==> src/rtl/crc_frame_decoder_core_defines.svh <==
// Assertion macros for the crc frame decoder RTL, used by crcfd_queue.
`ifndef CRC_FRAME_DECODER_CORE_DEFINES_SVH
`define CRC_FRAME_DECODER_CORE_DEFINES_SVH

// Same-cycle implication, checked outside reset.
`define CRCFD_ASSERT_NOW(lbl, clk, rst, ante, cons) \
   lbl: assert property (@(posedge clk) disable iff (rst) (ante) |-> (cons)) \
      else $error("crcfd assertion failed");

// Next-cycle implication, checked outside reset.
`define CRCFD_ASSERT_NEXT(lbl, clk, rst, ante, cons) \
   lbl: assert property (@(posedge clk) disable iff (rst) (ante) |=> (cons)) \
      else $error("crcfd assertion failed");

`endif

==> src/rtl/crcfd_pkg.sv <==
// Package with types, constants and the CRC byte step for the frame decoder.
`default_nettype none
package crcfd_pkg;

   localparam logic [7:0]  SYNC_BYTE   = 8'hA5;
   localparam logic [15:0] CRC_INIT    = 16'hFFFF;
   localparam logic [15:0] CRC_POLY    = 16'h1021;
   localparam logic [15:0] CRC_TOP     = 16'h8000;
   localparam int          OVERHEAD    = 10;
   localparam int          HDR_LEN     = 8;
   localparam logic [16:0] COUNT_MAX   = 17'h1FFFF;
   localparam logic [15:0] MAX_PAYLOAD = 16'd256;
   localparam int          QUEUE_DEPTH_DEF = 4;

   typedef enum logic [2:0] {
      STATUS_OK           = 3'd0,
      STATUS_TOO_SHORT    = 3'd1,
      STATUS_BAD_SYNC     = 3'd2,
      STATUS_TOO_LONG     = 3'd3,
      STATUS_LEN_MISMATCH = 3'd4,
      STATUS_CRC_MISMATCH = 3'd5
   } status_type;

   typedef enum logic {
      KIND_PAYLOAD = 1'b0,
      KIND_VERDICT = 1'b1
   } kind_type;

   // One queue entry: an optional forwarded byte followed by an optional verdict.
   typedef struct packed {
      logic        fwd_valid;
      logic [7:0]  payload_byte;
      logic        verdict_valid;
      status_type  status;
      logic [7:0]  version;
      logic [7:0]  msg_type;
      logic [7:0]  source_id;
      logic [7:0]  destination_id;
      logic [7:0]  header_flags;
      logic [15:0] declared_length;
      logic [15:0] received_crc;
   } entry_type;

   function automatic logic [15:0] crc16_byte(input logic [15:0] crc, input logic [7:0] b);
      logic [15:0] c;
      c = crc ^ {b, 8'h00};
      for (int i = 0; i < 8; i++) begin
         if ((c & CRC_TOP) != 16'h0000) begin
            c = {c[14:0], 1'b0} ^ CRC_POLY;
         end else begin
            c = {c[14:0], 1'b0};
         end
      end
      return c;
   endfunction

endpackage
`default_nettype wire

==> src/rtl/crcfd_front.sv <==
// Front end: tracks frame position, captures header and CRC, builds queue entries.
`default_nettype none
module crcfd_front
   import crcfd_pkg::*;
(
   input  wire logic        clock,
   input  wire logic        reset,
   input  wire logic        accept,
   input  wire logic [7:0]  rx_byte,
   input  wire logic        end_of_buffer,
   output      logic        entry_valid,
   output      entry_type   entry
);

   localparam logic [16:0] POS_SYNC  = 17'd0;
   localparam logic [16:0] POS_VER   = 17'd1;
   localparam logic [16:0] POS_TYPE  = 17'd2;
   localparam logic [16:0] POS_SRC   = 17'd3;
   localparam logic [16:0] POS_DST   = 17'd4;
   localparam logic [16:0] POS_FLAGS = 17'd5;
   localparam logic [16:0] POS_LEN_H = 17'd6;
   localparam logic [16:0] POS_LEN_L = 17'd7;
   localparam logic [16:0] HDR_POS   = 17'(HDR_LEN);
   localparam logic [16:0] OVER_POS  = 17'(OVERHEAD);

   logic [16:0] count_ff, count_in;
   logic [15:0] crc_ff, crc_in;
   logic        sync_ff, sync_in;
   logic [7:0]  version_ff, version_in;
   logic [7:0]  type_ff, type_in;
   logic [7:0]  source_ff, source_in;
   logic [7:0]  dest_ff, dest_in;
   logic [7:0]  flags_ff, flags_in;
   logic [15:0] length_ff, length_in;
   logic [15:0] crcfield_ff, crcfield_in;

   logic [16:0] crc_pos;
   logic        fwd;
   status_type  status;

   assign crc_pos = HDR_POS + {1'b0, length_ff};

   always_comb begin
      sync_in    = sync_ff;
      version_in = version_ff;
      type_in    = type_ff;
      source_in  = source_ff;
      dest_in    = dest_ff;
      flags_in   = flags_ff;
      length_in  = length_ff;
      unique case (count_ff)
         POS_SYNC:  sync_in    = (rx_byte == SYNC_BYTE);
         POS_VER:   version_in = rx_byte;
         POS_TYPE:  type_in    = rx_byte;
         POS_SRC:   source_in  = rx_byte;
         POS_DST:   dest_in    = rx_byte;
         POS_FLAGS: flags_in   = rx_byte;
         POS_LEN_H: length_in  = {rx_byte, length_ff[7:0]};
         POS_LEN_L: length_in  = {length_ff[15:8], rx_byte};
         default:   ;
      endcase
   end

   // Header and payload feed the CRC; the two bytes at crc_pos form the trailer.
   always_comb begin
      crc_in      = crc_ff;
      crcfield_in = crcfield_ff;
      priority if (count_ff < HDR_POS || count_ff < crc_pos) begin
         crc_in = crc16_byte(crc_ff, rx_byte);
      end else if (count_ff == crc_pos) begin
         crcfield_in = {rx_byte, crcfield_ff[7:0]};
      end else if (count_ff == crc_pos + 17'd1) begin
         crcfield_in = {crcfield_ff[15:8], rx_byte};
      end else begin
         // past the trailer: count only
         crcfield_in = crcfield_ff;
      end
   end

   assign count_in = (count_ff < COUNT_MAX) ? count_ff + 17'd1 : count_ff;

   assign fwd = (count_ff >= HDR_POS) && (count_ff < crc_pos) && sync_ff &&
                (length_ff <= MAX_PAYLOAD);

   always_comb begin
      priority if (count_in < OVER_POS) begin
         status = STATUS_TOO_SHORT;
      end else if (!sync_in) begin
         status = STATUS_BAD_SYNC;
      end else if (length_in > MAX_PAYLOAD) begin
         status = STATUS_TOO_LONG;
      end else if (count_in != OVER_POS + {1'b0, length_in}) begin
         status = STATUS_LEN_MISMATCH;
      end else if (crc_in != crcfield_in) begin
         status = STATUS_CRC_MISMATCH;
      end else begin
         status = STATUS_OK;
      end
   end

   always_comb begin
      entry.fwd_valid       = fwd;
      entry.payload_byte    = rx_byte;
      entry.verdict_valid   = end_of_buffer;
      entry.status          = status;
      entry.version         = version_in;
      entry.msg_type        = type_in;
      entry.source_id       = source_in;
      entry.destination_id  = dest_in;
      entry.header_flags    = flags_in;
      entry.declared_length = length_in;
      entry.received_crc    = crcfield_in;
   end

   assign entry_valid = accept && (fwd || end_of_buffer);

   // Clear all frame state on reset and after the last byte of a buffer.
   always_ff @(posedge clock) begin
      if (reset || (accept && end_of_buffer)) begin
         count_ff    <= '0;
         crc_ff      <= CRC_INIT;
         sync_ff     <= 1'b0;
         version_ff  <= '0;
         type_ff     <= '0;
         source_ff   <= '0;
         dest_ff     <= '0;
         flags_ff    <= '0;
         length_ff   <= '0;
         crcfield_ff <= '0;
      end else if (accept) begin
         count_ff    <= count_in;
         crc_ff      <= crc_in;
         sync_ff     <= sync_in;
         version_ff  <= version_in;
         type_ff     <= type_in;
         source_ff   <= source_in;
         dest_ff     <= dest_in;
         flags_ff    <= flags_in;
         length_ff   <= length_in;
         crcfield_ff <= crcfield_in;
      end
   end

endmodule
`default_nettype wire

==> src/rtl/crcfd_queue.sv <==
// Short entry queue between the front end and the result emitter.
`default_nettype none
`include "crc_frame_decoder_core_defines.svh"
module crcfd_queue
   import crcfd_pkg::*;
#(
   parameter int DEPTH = QUEUE_DEPTH_DEF
) (
   input  wire logic      clock,
   input  wire logic      reset,
   input  wire logic      wr_en,
   input  wire entry_type wr_entry,
   input  wire logic      rd_en,
   output      entry_type rd_entry,
   output      logic      empty,
   output      logic      full
);

   localparam int PTR_W = (DEPTH > 1) ? $clog2(DEPTH) : 1;
   localparam int CNT_W = $clog2(DEPTH + 1);
   localparam logic [PTR_W-1:0] LAST_PTR = PTR_W'(DEPTH - 1);
   localparam logic [CNT_W-1:0] FULL_CNT = CNT_W'(DEPTH);

   entry_type        slot_ff [DEPTH];
   logic [PTR_W-1:0] wr_ptr_ff, wr_ptr_in;
   logic [PTR_W-1:0] rd_ptr_ff, rd_ptr_in;
   logic [CNT_W-1:0] count_ff, count_in;
   logic             do_wr, do_rd;

   assign empty    = (count_ff == '0);
   assign full     = (count_ff == FULL_CNT);
   assign do_wr    = wr_en && !full;
   assign do_rd    = rd_en && !empty;
   assign rd_entry = slot_ff[rd_ptr_ff];

   always_comb begin
      wr_ptr_in = wr_ptr_ff;
      rd_ptr_in = rd_ptr_ff;
      count_in  = count_ff;
      if (do_wr) begin
         wr_ptr_in = (wr_ptr_ff == LAST_PTR) ? '0 : wr_ptr_ff + PTR_W'(1);
      end
      if (do_rd) begin
         rd_ptr_in = (rd_ptr_ff == LAST_PTR) ? '0 : rd_ptr_ff + PTR_W'(1);
      end
      unique case ({do_wr, do_rd})
         2'b10:   count_in = count_ff + CNT_W'(1);
         2'b01:   count_in = count_ff - CNT_W'(1);
         default: count_in = count_ff;
      endcase
   end

   always_ff @(posedge clock) begin
      if (reset) begin
         wr_ptr_ff <= '0;
         rd_ptr_ff <= '0;
         count_ff  <= '0;
      end else begin
         wr_ptr_ff <= wr_ptr_in;
         rd_ptr_ff <= rd_ptr_in;
         count_ff  <= count_in;
      end
   end

   always_ff @(posedge clock) begin
      if (do_wr) begin
         slot_ff[wr_ptr_ff] <= wr_entry;
      end
   end

   `CRCFD_ASSERT_NOW(a_count_range, clock, reset, 1'b1, count_ff <= FULL_CNT)
   `CRCFD_ASSERT_NEXT(a_fill_grows, clock, reset, do_wr && !do_rd,
      count_ff == $past(count_ff) + CNT_W'(1))
   `CRCFD_ASSERT_NEXT(a_ptrs_meet, clock, reset, do_rd && !do_wr && count_ff == CNT_W'(1),
      empty && rd_ptr_ff == wr_ptr_ff)

endmodule
`default_nettype wire

==> src/rtl/crcfd_back.sv <==
// Back end: turns each queue entry into a forwarded-byte result, a verdict, or both.
`default_nettype none
module crcfd_back
   import crcfd_pkg::*;
(
   input  wire logic        clock,
   input  wire logic        reset,
   input  wire entry_type   head,
   input  wire logic        head_empty,
   output      logic        head_rd,
   input  wire logic        rsp_pop,
   output      logic        rsp_empty,
   output      logic        rsp_kind,
   output      logic [7:0]  rsp_payload_byte,
   output      logic [2:0]  rsp_status,
   output      logic [7:0]  rsp_version,
   output      logic [7:0]  rsp_msg_type,
   output      logic [7:0]  rsp_source_id,
   output      logic [7:0]  rsp_destination_id,
   output      logic [7:0]  rsp_header_flags,
   output      logic [15:0] rsp_declared_length,
   output      logic [15:0] rsp_received_crc
);

   // Set once the byte of a two-result entry has gone out.
   logic phase_ff, phase_in;
   logic show_byte, take;

   assign show_byte = head.fwd_valid && !phase_ff;
   assign take      = rsp_pop && !head_empty;
   assign rsp_empty = head_empty;
   assign head_rd   = take && !(show_byte && head.verdict_valid);

   always_comb begin
      phase_in = phase_ff;
      if (take) begin
         phase_in = show_byte && head.verdict_valid;
      end
   end

   always_ff @(posedge clock) begin
      if (reset) begin
         phase_ff <= 1'b0;
      end else begin
         phase_ff <= phase_in;
      end
   end

   always_comb begin
      if (show_byte) begin
         rsp_kind            = KIND_PAYLOAD;
         rsp_payload_byte    = head.payload_byte;
         rsp_status          = STATUS_OK;
         rsp_version         = '0;
         rsp_msg_type        = '0;
         rsp_source_id       = '0;
         rsp_destination_id  = '0;
         rsp_header_flags    = '0;
         rsp_declared_length = '0;
         rsp_received_crc    = '0;
      end else begin
         rsp_kind            = KIND_VERDICT;
         rsp_payload_byte    = '0;
         rsp_status          = head.status;
         rsp_version         = head.version;
         rsp_msg_type        = head.msg_type;
         rsp_source_id       = head.source_id;
         rsp_destination_id  = head.destination_id;
         rsp_header_flags    = head.header_flags;
         rsp_declared_length = head.declared_length;
         rsp_received_crc    = head.received_crc;
      end
   end

endmodule
`default_nettype wire

==> src/rtl/crc_frame_decoder_core.sv <==
// Top level of the CRC-16 framed packet decoder.
// Takes one received byte per cycle (sync 0xA5, five header bytes, 16-bit big-endian
// length, payload, 16-bit big-endian CRC-16/CCITT-FALSE trailer; end_of_buffer on the last
// byte) and returns payload bytes as they arrive plus one verdict per buffer. The front
// end updates the CRC and header state in the same cycle a byte is accepted, so input runs
// at one byte per cycle while the entry queue (QUEUE_DEPTH entries) has room; req_full
// follows the queue and holds every byte, result-bearing or not, while it is full. A
// result is on the result ports once its queue entry, written when its byte is accepted,
// reaches the queue head. Each entry yields one result per pop; the last entry of a
// buffer ending in payload yields the byte, then the verdict. No clearing pass after reset.
`default_nettype none
module crc_frame_decoder_core
   import crcfd_pkg::*;
#(
   parameter int QUEUE_DEPTH = QUEUE_DEPTH_DEF
) (
   input  wire logic        clock,
   input  wire logic        reset,
   input  wire logic        req_push,
   output      logic        req_full,
   input  wire logic [7:0]  req_rx_byte,
   input  wire logic        req_end_of_buffer,
   output      logic        rsp_empty,
   input  wire logic        rsp_pop,
   output      logic        rsp_kind,
   output      logic [7:0]  rsp_payload_byte,
   output      logic [2:0]  rsp_status,
   output      logic [7:0]  rsp_version,
   output      logic [7:0]  rsp_msg_type,
   output      logic [7:0]  rsp_source_id,
   output      logic [7:0]  rsp_destination_id,
   output      logic [7:0]  rsp_header_flags,
   output      logic [15:0] rsp_declared_length,
   output      logic [15:0] rsp_received_crc
);

   logic      accept;
   logic      entry_valid;
   entry_type entry;
   entry_type head;
   logic      head_empty;
   logic      head_rd;

   assign accept = req_push && !req_full;

   crcfd_front u_front (
      .clock         (clock),
      .reset         (reset),
      .accept        (accept),
      .rx_byte       (req_rx_byte),
      .end_of_buffer (req_end_of_buffer),
      .entry_valid   (entry_valid),
      .entry         (entry)
   );

   crcfd_queue #(
      .DEPTH (QUEUE_DEPTH)
   ) u_queue (
      .clock    (clock),
      .reset    (reset),
      .wr_en    (entry_valid),
      .wr_entry (entry),
      .rd_en    (head_rd),
      .rd_entry (head),
      .empty    (head_empty),
      .full     (req_full)
   );

   crcfd_back u_back (
      .clock               (clock),
      .reset               (reset),
      .head                (head),
      .head_empty          (head_empty),
      .head_rd             (head_rd),
      .rsp_pop             (rsp_pop),
      .rsp_empty           (rsp_empty),
      .rsp_kind            (rsp_kind),
      .rsp_payload_byte    (rsp_payload_byte),
      .rsp_status          (rsp_status),
      .rsp_version         (rsp_version),
      .rsp_msg_type        (rsp_msg_type),
      .rsp_source_id       (rsp_source_id),
      .rsp_destination_id  (rsp_destination_id),
      .rsp_header_flags    (rsp_header_flags),
      .rsp_declared_length (rsp_declared_length),
      .rsp_received_crc    (rsp_received_crc)
   );

endmodule
`default_nettype wire

==> config.mk <==
export PLATFORM = sky130hd
export DESIGN_NAME = crc_frame_decoder_core
export DESIGN_NICKNAME = d
export VERILOG_FILES = /design/src/rtl/crcfd_pkg.sv /design/src/rtl/crcfd_front.sv /design/src/rtl/crcfd_queue.sv /design/src/rtl/crcfd_back.sv /design/src/rtl/crc_frame_decoder_core.sv
export VERILOG_INCLUDE_DIRS = /design/src /design/src/rtl
export SDC_FILE = /design/constraint.sdc
export NUM_CORES = 1
export LEC_CHECK = 0
export BUFFER_PORTS_ARGS = -buffer_cell sky130_fd_sc_hd__buf_2
export CAP_MARGIN = 20
export CORE_MARGIN = 3
export CORE_UTILIZATION = 55
export CTS_CLUSTER_SIZE = 28
export DETAILED_ROUTE_END_ITERATION = 10
export PLACE_DENSITY = 0.75
export SLEW_MARGIN = 20
export SYNTH_ARGS = -nofsm -noshare
export SYNTH_HDL_FRONTEND = slang
export SYNTH_HIERARCHICAL = 1
export SYNTH_SLANG_ARGS = --single-unit
==> constraint.sdc <==
create_clock -name clock -period 4.9 [get_ports clock]
set_input_delay 0.98 -clock clock [delete_from_list [all_inputs] [get_ports clock]]
set_output_delay 0.98 -clock clock [all_outputs]
set_load 0.05 [all_outputs]
## After elaboration in Yosys (flattened, before gate mapping)

Memory sizes are Yosys's and may differ from the RTL's. A register that Yosys moved wholly into a read port is not among the register bits.
Index checks and enable logic that the tools add are counted.

- Bits in registers: 114
- Memory bits (writable): 340
- Bits of input ports: 13
- Memories: 1

- $add $sub $neg: 8
- Magnitude comparators: 7
- Equal/unequal tests: 17
- Mux-type cells: 49
- Bitwise gates (word level): 9
- Reductions and logical operators: 22

Memories:

| name | depth | bits a word | read ports | clocked after memory_dff | wr ports | line | source |
|---|---|---|---|---|---|---|---|
| u_queue.slot_ff | 4 | 85 | 1 | 1 | 1 | crcfd_queue.sv:24 | `entry_type slot_ff [DEPTH];` |

Operators by type and width:

| operator | count |
|---|---|
| 2-to-1 mux 16 bit | 12 |
| 2-to-1 mux 13 bit | 8 |
| 2-to-1 mux 8 bit | 12 |
| equality test 17 x 3 -> 1 bit (second input constant) | 4 |
| adder 17 x 1 -> 17 bit (second input constant) | 2 |
| adder 4 x 16 -> 17 bit (first input constant) | 2 |
| equality test 17 bit | 2 |
| equality test 17 x 2 -> 1 bit (second input constant) | 2 |
| less-than comparator 17 x 4 -> 1 bit (second input constant) | 2 |
| one-hot mux 16 bit (2 select lines) | 1 |
| NOT 3 bit | 8 |
| 2-to-1 mux 3 bit | 6 |
| equality test 17 x 1 -> 1 bit (second input constant) | 1 |
| greater-or-equal comparator 17 x 4 -> 1 bit (second input constant) | 1 |
| zero test 17 bit | 1 |
| less-than comparator 17 bit | 1 |
| less-than comparator 17 bit (second input constant) | 1 |
| 2-to-1 mux 17 bit | 1 |
| != test 17 bit | 1 |
| greater-than comparator 16 x 9 -> 1 bit (second input constant) | 1 |
| less-or-equal comparator 16 x 9 -> 1 bit (second input constant) | 1 |
| != test 16 bit | 1 |
| bitwise XOR 16 bit | 1 |
| logical AND 1 bit | 12 |
| 14 further kinds | 28 |

## Depth between registers and ports, before layout

- Word-level depth: 31
- Gate-level depth with buffers: 22
- Depth with buffers taken out: 21

## Hierarchy

Netlist, hierarchy kept.

Modules (own cells, without submodules):

| module | instances | cells each | area each (µm²) | sequential area each (µm²) |
|---|---|---|---|---|
| crcfd_queue | 1 | 498 | 12,761.0 | 10,390.0 |
| crcfd_front | 1 | 1,165 | 9,263.9 | 2,122.0 |
| crcfd_back | 1 | 101 | 755.7 | 20.0 |
| crc_frame_decoder_core | 1 | 1 | 13.8 | 0.0 |

## Worst setup path after synthesis

No wires, ideal clock.

- Path type: flip-flop to flip-flop
- Start point: reg u_front.count_ff[1]
- End point: mem u_queue/slot_ff[0][72] (netlist name), data pin
- Setup time: 0.217 ns
- Arrival: 4.447 ns
- Slack: 0.236 ns
- Stages on the path, launching flop included: 17
- Buffers on the path: 1
- Period minus slack after synthesis: 4.664 ns
- Path through: dfxtp_1 > ha_1 > nor2b_1 > clkbuf_1 > nand2_1 > o31ai_1 > and2_1 > inv_1 > ha_1 > inv_1 > a32oi_1 > or3_1 > a31o_1 > or4b_1 > or4_1 > o41a_1 > a211oi_1

RTL lines:

| item | line | source |
|---|---|---|
| start, declared | crcfd_front.sv:26 | `logic [16:0] count_ff, count_in;` |
| start signal, assigned | crcfd_front.sv:131 | `count_ff <= count_in;` |
| end, declared | crcfd_queue.sv:24 |  |

==> impl_metrics.env <==
export IMPL_pre_cts_ws_ps=-105
export IMPL_start_kind="flip-flop"
export IMPL_cts_buffer_depth=3
export IMPL_vias=15400
export IMPL_finalSetupTns_ps=0
export IMPL_grt_start_max_net_pins=85
export IMPL_io_buffers=98
export IMPL_drt_pass1_iterations=5
export IMPL_place_gp_congestion=0.967
export IMPL_gr_total_overflow=0
export IMPL_finalCriticalPeriod_ps=4750
export IMPL_synthCells=1765
export IMPL_synthAdderAreaFrac=0.0184
export IMPL_critPathRequiredTime_ps=5190
export IMPL_synth_seq_area_share=0.550
export IMPL_cp_end_kind="flip-flop"
export IMPL_num_rows=73
export IMPL_drv_cap=0
export IMPL_r2r_end="u_queue/slot_ff[0][72]"
export IMPL_cts_buffers=46
export IMPL_dieArea_um2=43900
export IMPL_syn_cell_area_um2=22800
export IMPL_yosys_cell_types_count=98
export IMPL_grt_first_pass_wirelength_um=89700
export IMPL_yosys_register_bits=456
export IMPL_synth_compound_area_share=0.0745
export IMPL_setup_violations=0
export IMPL_hold_path_startpoint="u_queue/rd_ptr_ff[0]"
export IMPL_die_x_um=210
export IMPL_coreArea_um2=40400
export IMPL_synth_largest_area_cell="edfxtp_1"
export IMPL_fmax_mhz=210
export IMPL_yosysTopAreaCellShare=0.448
export IMPL_synthMuxAreaShare=0.138
export IMPL_crit_path_max_fanout=8
export IMPL_finalHoldViolations=0
export IMPL_dpl_hpwl_um=38800
export IMPL_power_w=0.00887
export IMPL_synthTopCellsByArea="edfxtp_1, dfxtp_1, mux4_2"
export IMPL_r2r_start="u_front/length_ff[3]"
export IMPL_drive_gt1_frac=0.260
export IMPL_synth_xor_xnor_area_share=0.0461
export IMPL_syn_avg_cell_area_um2=12.9
export IMPL_io_pins=99
export IMPL_reg2regPathDepth=15
export IMPL_slew_viol_final=0
export IMPL_drt_iter0_drc=1616
export IMPL_clock_latency_ps=580
export IMPL_ys_top_cells_by_count="edfxtp_1, nor2_1, dfxtp_1"
export IMPL_fillCellCount=2945
export IMPL_setup_ws_ps=146
export IMPL_ant_nets=0
export IMPL_synthToLayoutAreaGrowth_pct=13.9
export IMPL_min_path_type="reg -> reg"
export IMPL_nets=1954
export IMPL_p_leak_nw=9.44
export IMPL_arrival_ps=5040
export IMPL_path_class="reg -> reg"
export IMPL_synthArstFlopShare=0
export IMPL_avgRoutedWirePerCell_um=23.6
export IMPL_clock_sink_count=456
export IMPL_synth_edff_count=340
export IMPL_clockRootBuffer="clkbuf_16"
export IMPL_routed_via_density=6.24
export IMPL_synthFlopType="edfxtp_1"
export IMPL_slew_headroom=0.304
export IMPL_synth_nets=1811
export IMPL_start_util=0.565
export IMPL_fin_cells=2471
export IMPL_vdd_drop_max_mv=0.244
export IMPL_postCtsSetupBuffers=0
export IMPL_skew_ps=24.0
export IMPL_place_inst=2385
export IMPL_chipHeight_um=210
export IMPL_yosysMostFrequentCell="edfxtp_1"
export IMPL_grt_pass1_vias=15300
export IMPL_htreeDepth=2
export IMPL_worst_pin_slew_ps=1040
export IMPL_grt_util_all_layers=0.263
export IMPL_min_path_cells=2
export IMPL_p_per_area_nw_per_um2=342
export IMPL_outcome="finished clean"
export IMPL_final_period_utilization=0.970
export IMPL_yosys_warnings=6
export IMPL_post_route_drc_count=0
export IMPL_routed_wl_um=58300
export IMPL_path_clk_slew_ps=60
export IMPL_synthSimpleGateAreaFrac=0.138
export IMPL_hold_ws_ps=480
export IMPL_rsz0062_at_grt="false"
export IMPL_r2r_setup_slack_ps=150
export IMPL_antenna_found_initial=0
export IMPL_cts_tree="yes"
export IMPL_synth_top_family_by_area="simple AND/OR/NAND/NOR gates"
## layout by cell type (no fill, tap or decap), drive strengths merged, types with 32 or more instances in the layout
master / count
ha: 32
dfxtp: 116
xnor2: 71
nor3: 42
o21ai: 48
inv: 41
nand2: 81
and2: 98
nand3: 53
buf: 218
mux2i: 63
nor2: 132
mux2: 53
xor2: 36
clkbuf: 69
a21oi: 44
edfxtp: 340
mux4: 85
## repair_timing
item / in CTS / in global routing
setup endpoints to repair: 4 / 9
pin swaps: 0 / 0
gates resized for setup: 3 / 13
hold buffers: 0 / 0
endpoints found under the hold margin: 0 / 0
## how the worst max path moves through the flow
stage	startpoint	endpoint	slack [ps]	cells past startpoint
after floorplan	u_front/count_ff[1]	u_queue/slot_ff[0][72]	240	16
after global placement	u_front/length_ff[3]	u_queue/slot_ff[0][72]	120	16
after detailed placement	u_front/length_ff[3]	u_queue/slot_ff[0][72]	-100	16
after CTS	u_front/length_ff[3]	u_queue/slot_ff[1][72]	60	16
after global routing	u_front/length_ff[3]	u_queue/slot_ff[0][72]	30	16
final	u_front/length_ff[3]	u_queue/slot_ff[0][72]	150	15
## through the flow
step / util / instance area, µm²
floorplan: - / 22800
global placement: 0.604 / 24400
detailed placement: 0.604 / 24400
CTS: 0.642 / 25900
global route: 0.643 / 26000
finish: 0.643 / 26000
## logic make-up after synthesis
kind of cell	after synthesis
flip-flops	456
multiplexers	201
adder cells (fa/ha/maj)	33
AO/OA/AOI/OAI	241
buffers and inverters	160
AND/OR/NAND/NOR	562
XOR/XNOR	112
## worst max-delay path: stages (launching register included)
cell,delay (ps)
dfxtp_2,400
ha_1,240
and3_1,300
nand4_1,150
xor2_1,200
ha_1,330
nand4_1,140
nor4_1,390
nor2b_2,320
mux2i_1,110
a22o_1,240
or4_1,470
a22oi_1,340
nand4b_1,210
a2111oi_4,450
a211oi_4,140
## power breakdown
part	switching, W	internal [W]	total [W]
clock network	0.00146	0.00203	0.00349
registers	0.0000577	0.00422	0.00427
logic	0.000708	0.000405	0.00111
## layer usage
layer | up-vias | track usage | wire [µm]
met5 | - | 0 | 0
met4 | 0 | 0.0984 | 1890
met1 | 7751 | 0.364 | 24800
li1 | 6981 | - | -
met2 | 567 | 0.422 | 27900
met3 | 126 | 0.0453 | 3730
## final cells by class
class / instances / area [µm²] / area share
antenna: 2 / 5.00 / 0.000193
clock buffer: 69 / 1320 / 0.0508
clock inverter: 15 / 178 / 0.00684
inverter: 37 / 141 / 0.00545
multi-input combinational: 1149 / 9540 / 0.367
sequential: 456 / 12500 / 0.483
tap: 525 / 657 / 0.0253
timing repair buffer: 218 / 1580 / 0.0608
## registers in the layout, indices dropped and copies added (netlist names), 8 cells and up, named ones only
register / count
u_queue/slot_ff: 340
u_front/count_ff: 17
u_front/crc_ff: 16
u_front/crcfield_ff: 16
u_front/length_ff: 16
u_front/dest_ff: 8
u_front/flags_ff: 8
u_front/source_ff: 8
u_front/type_ff: 8
u_front/version_ff: 8
(Power assumes the default switching activity.)
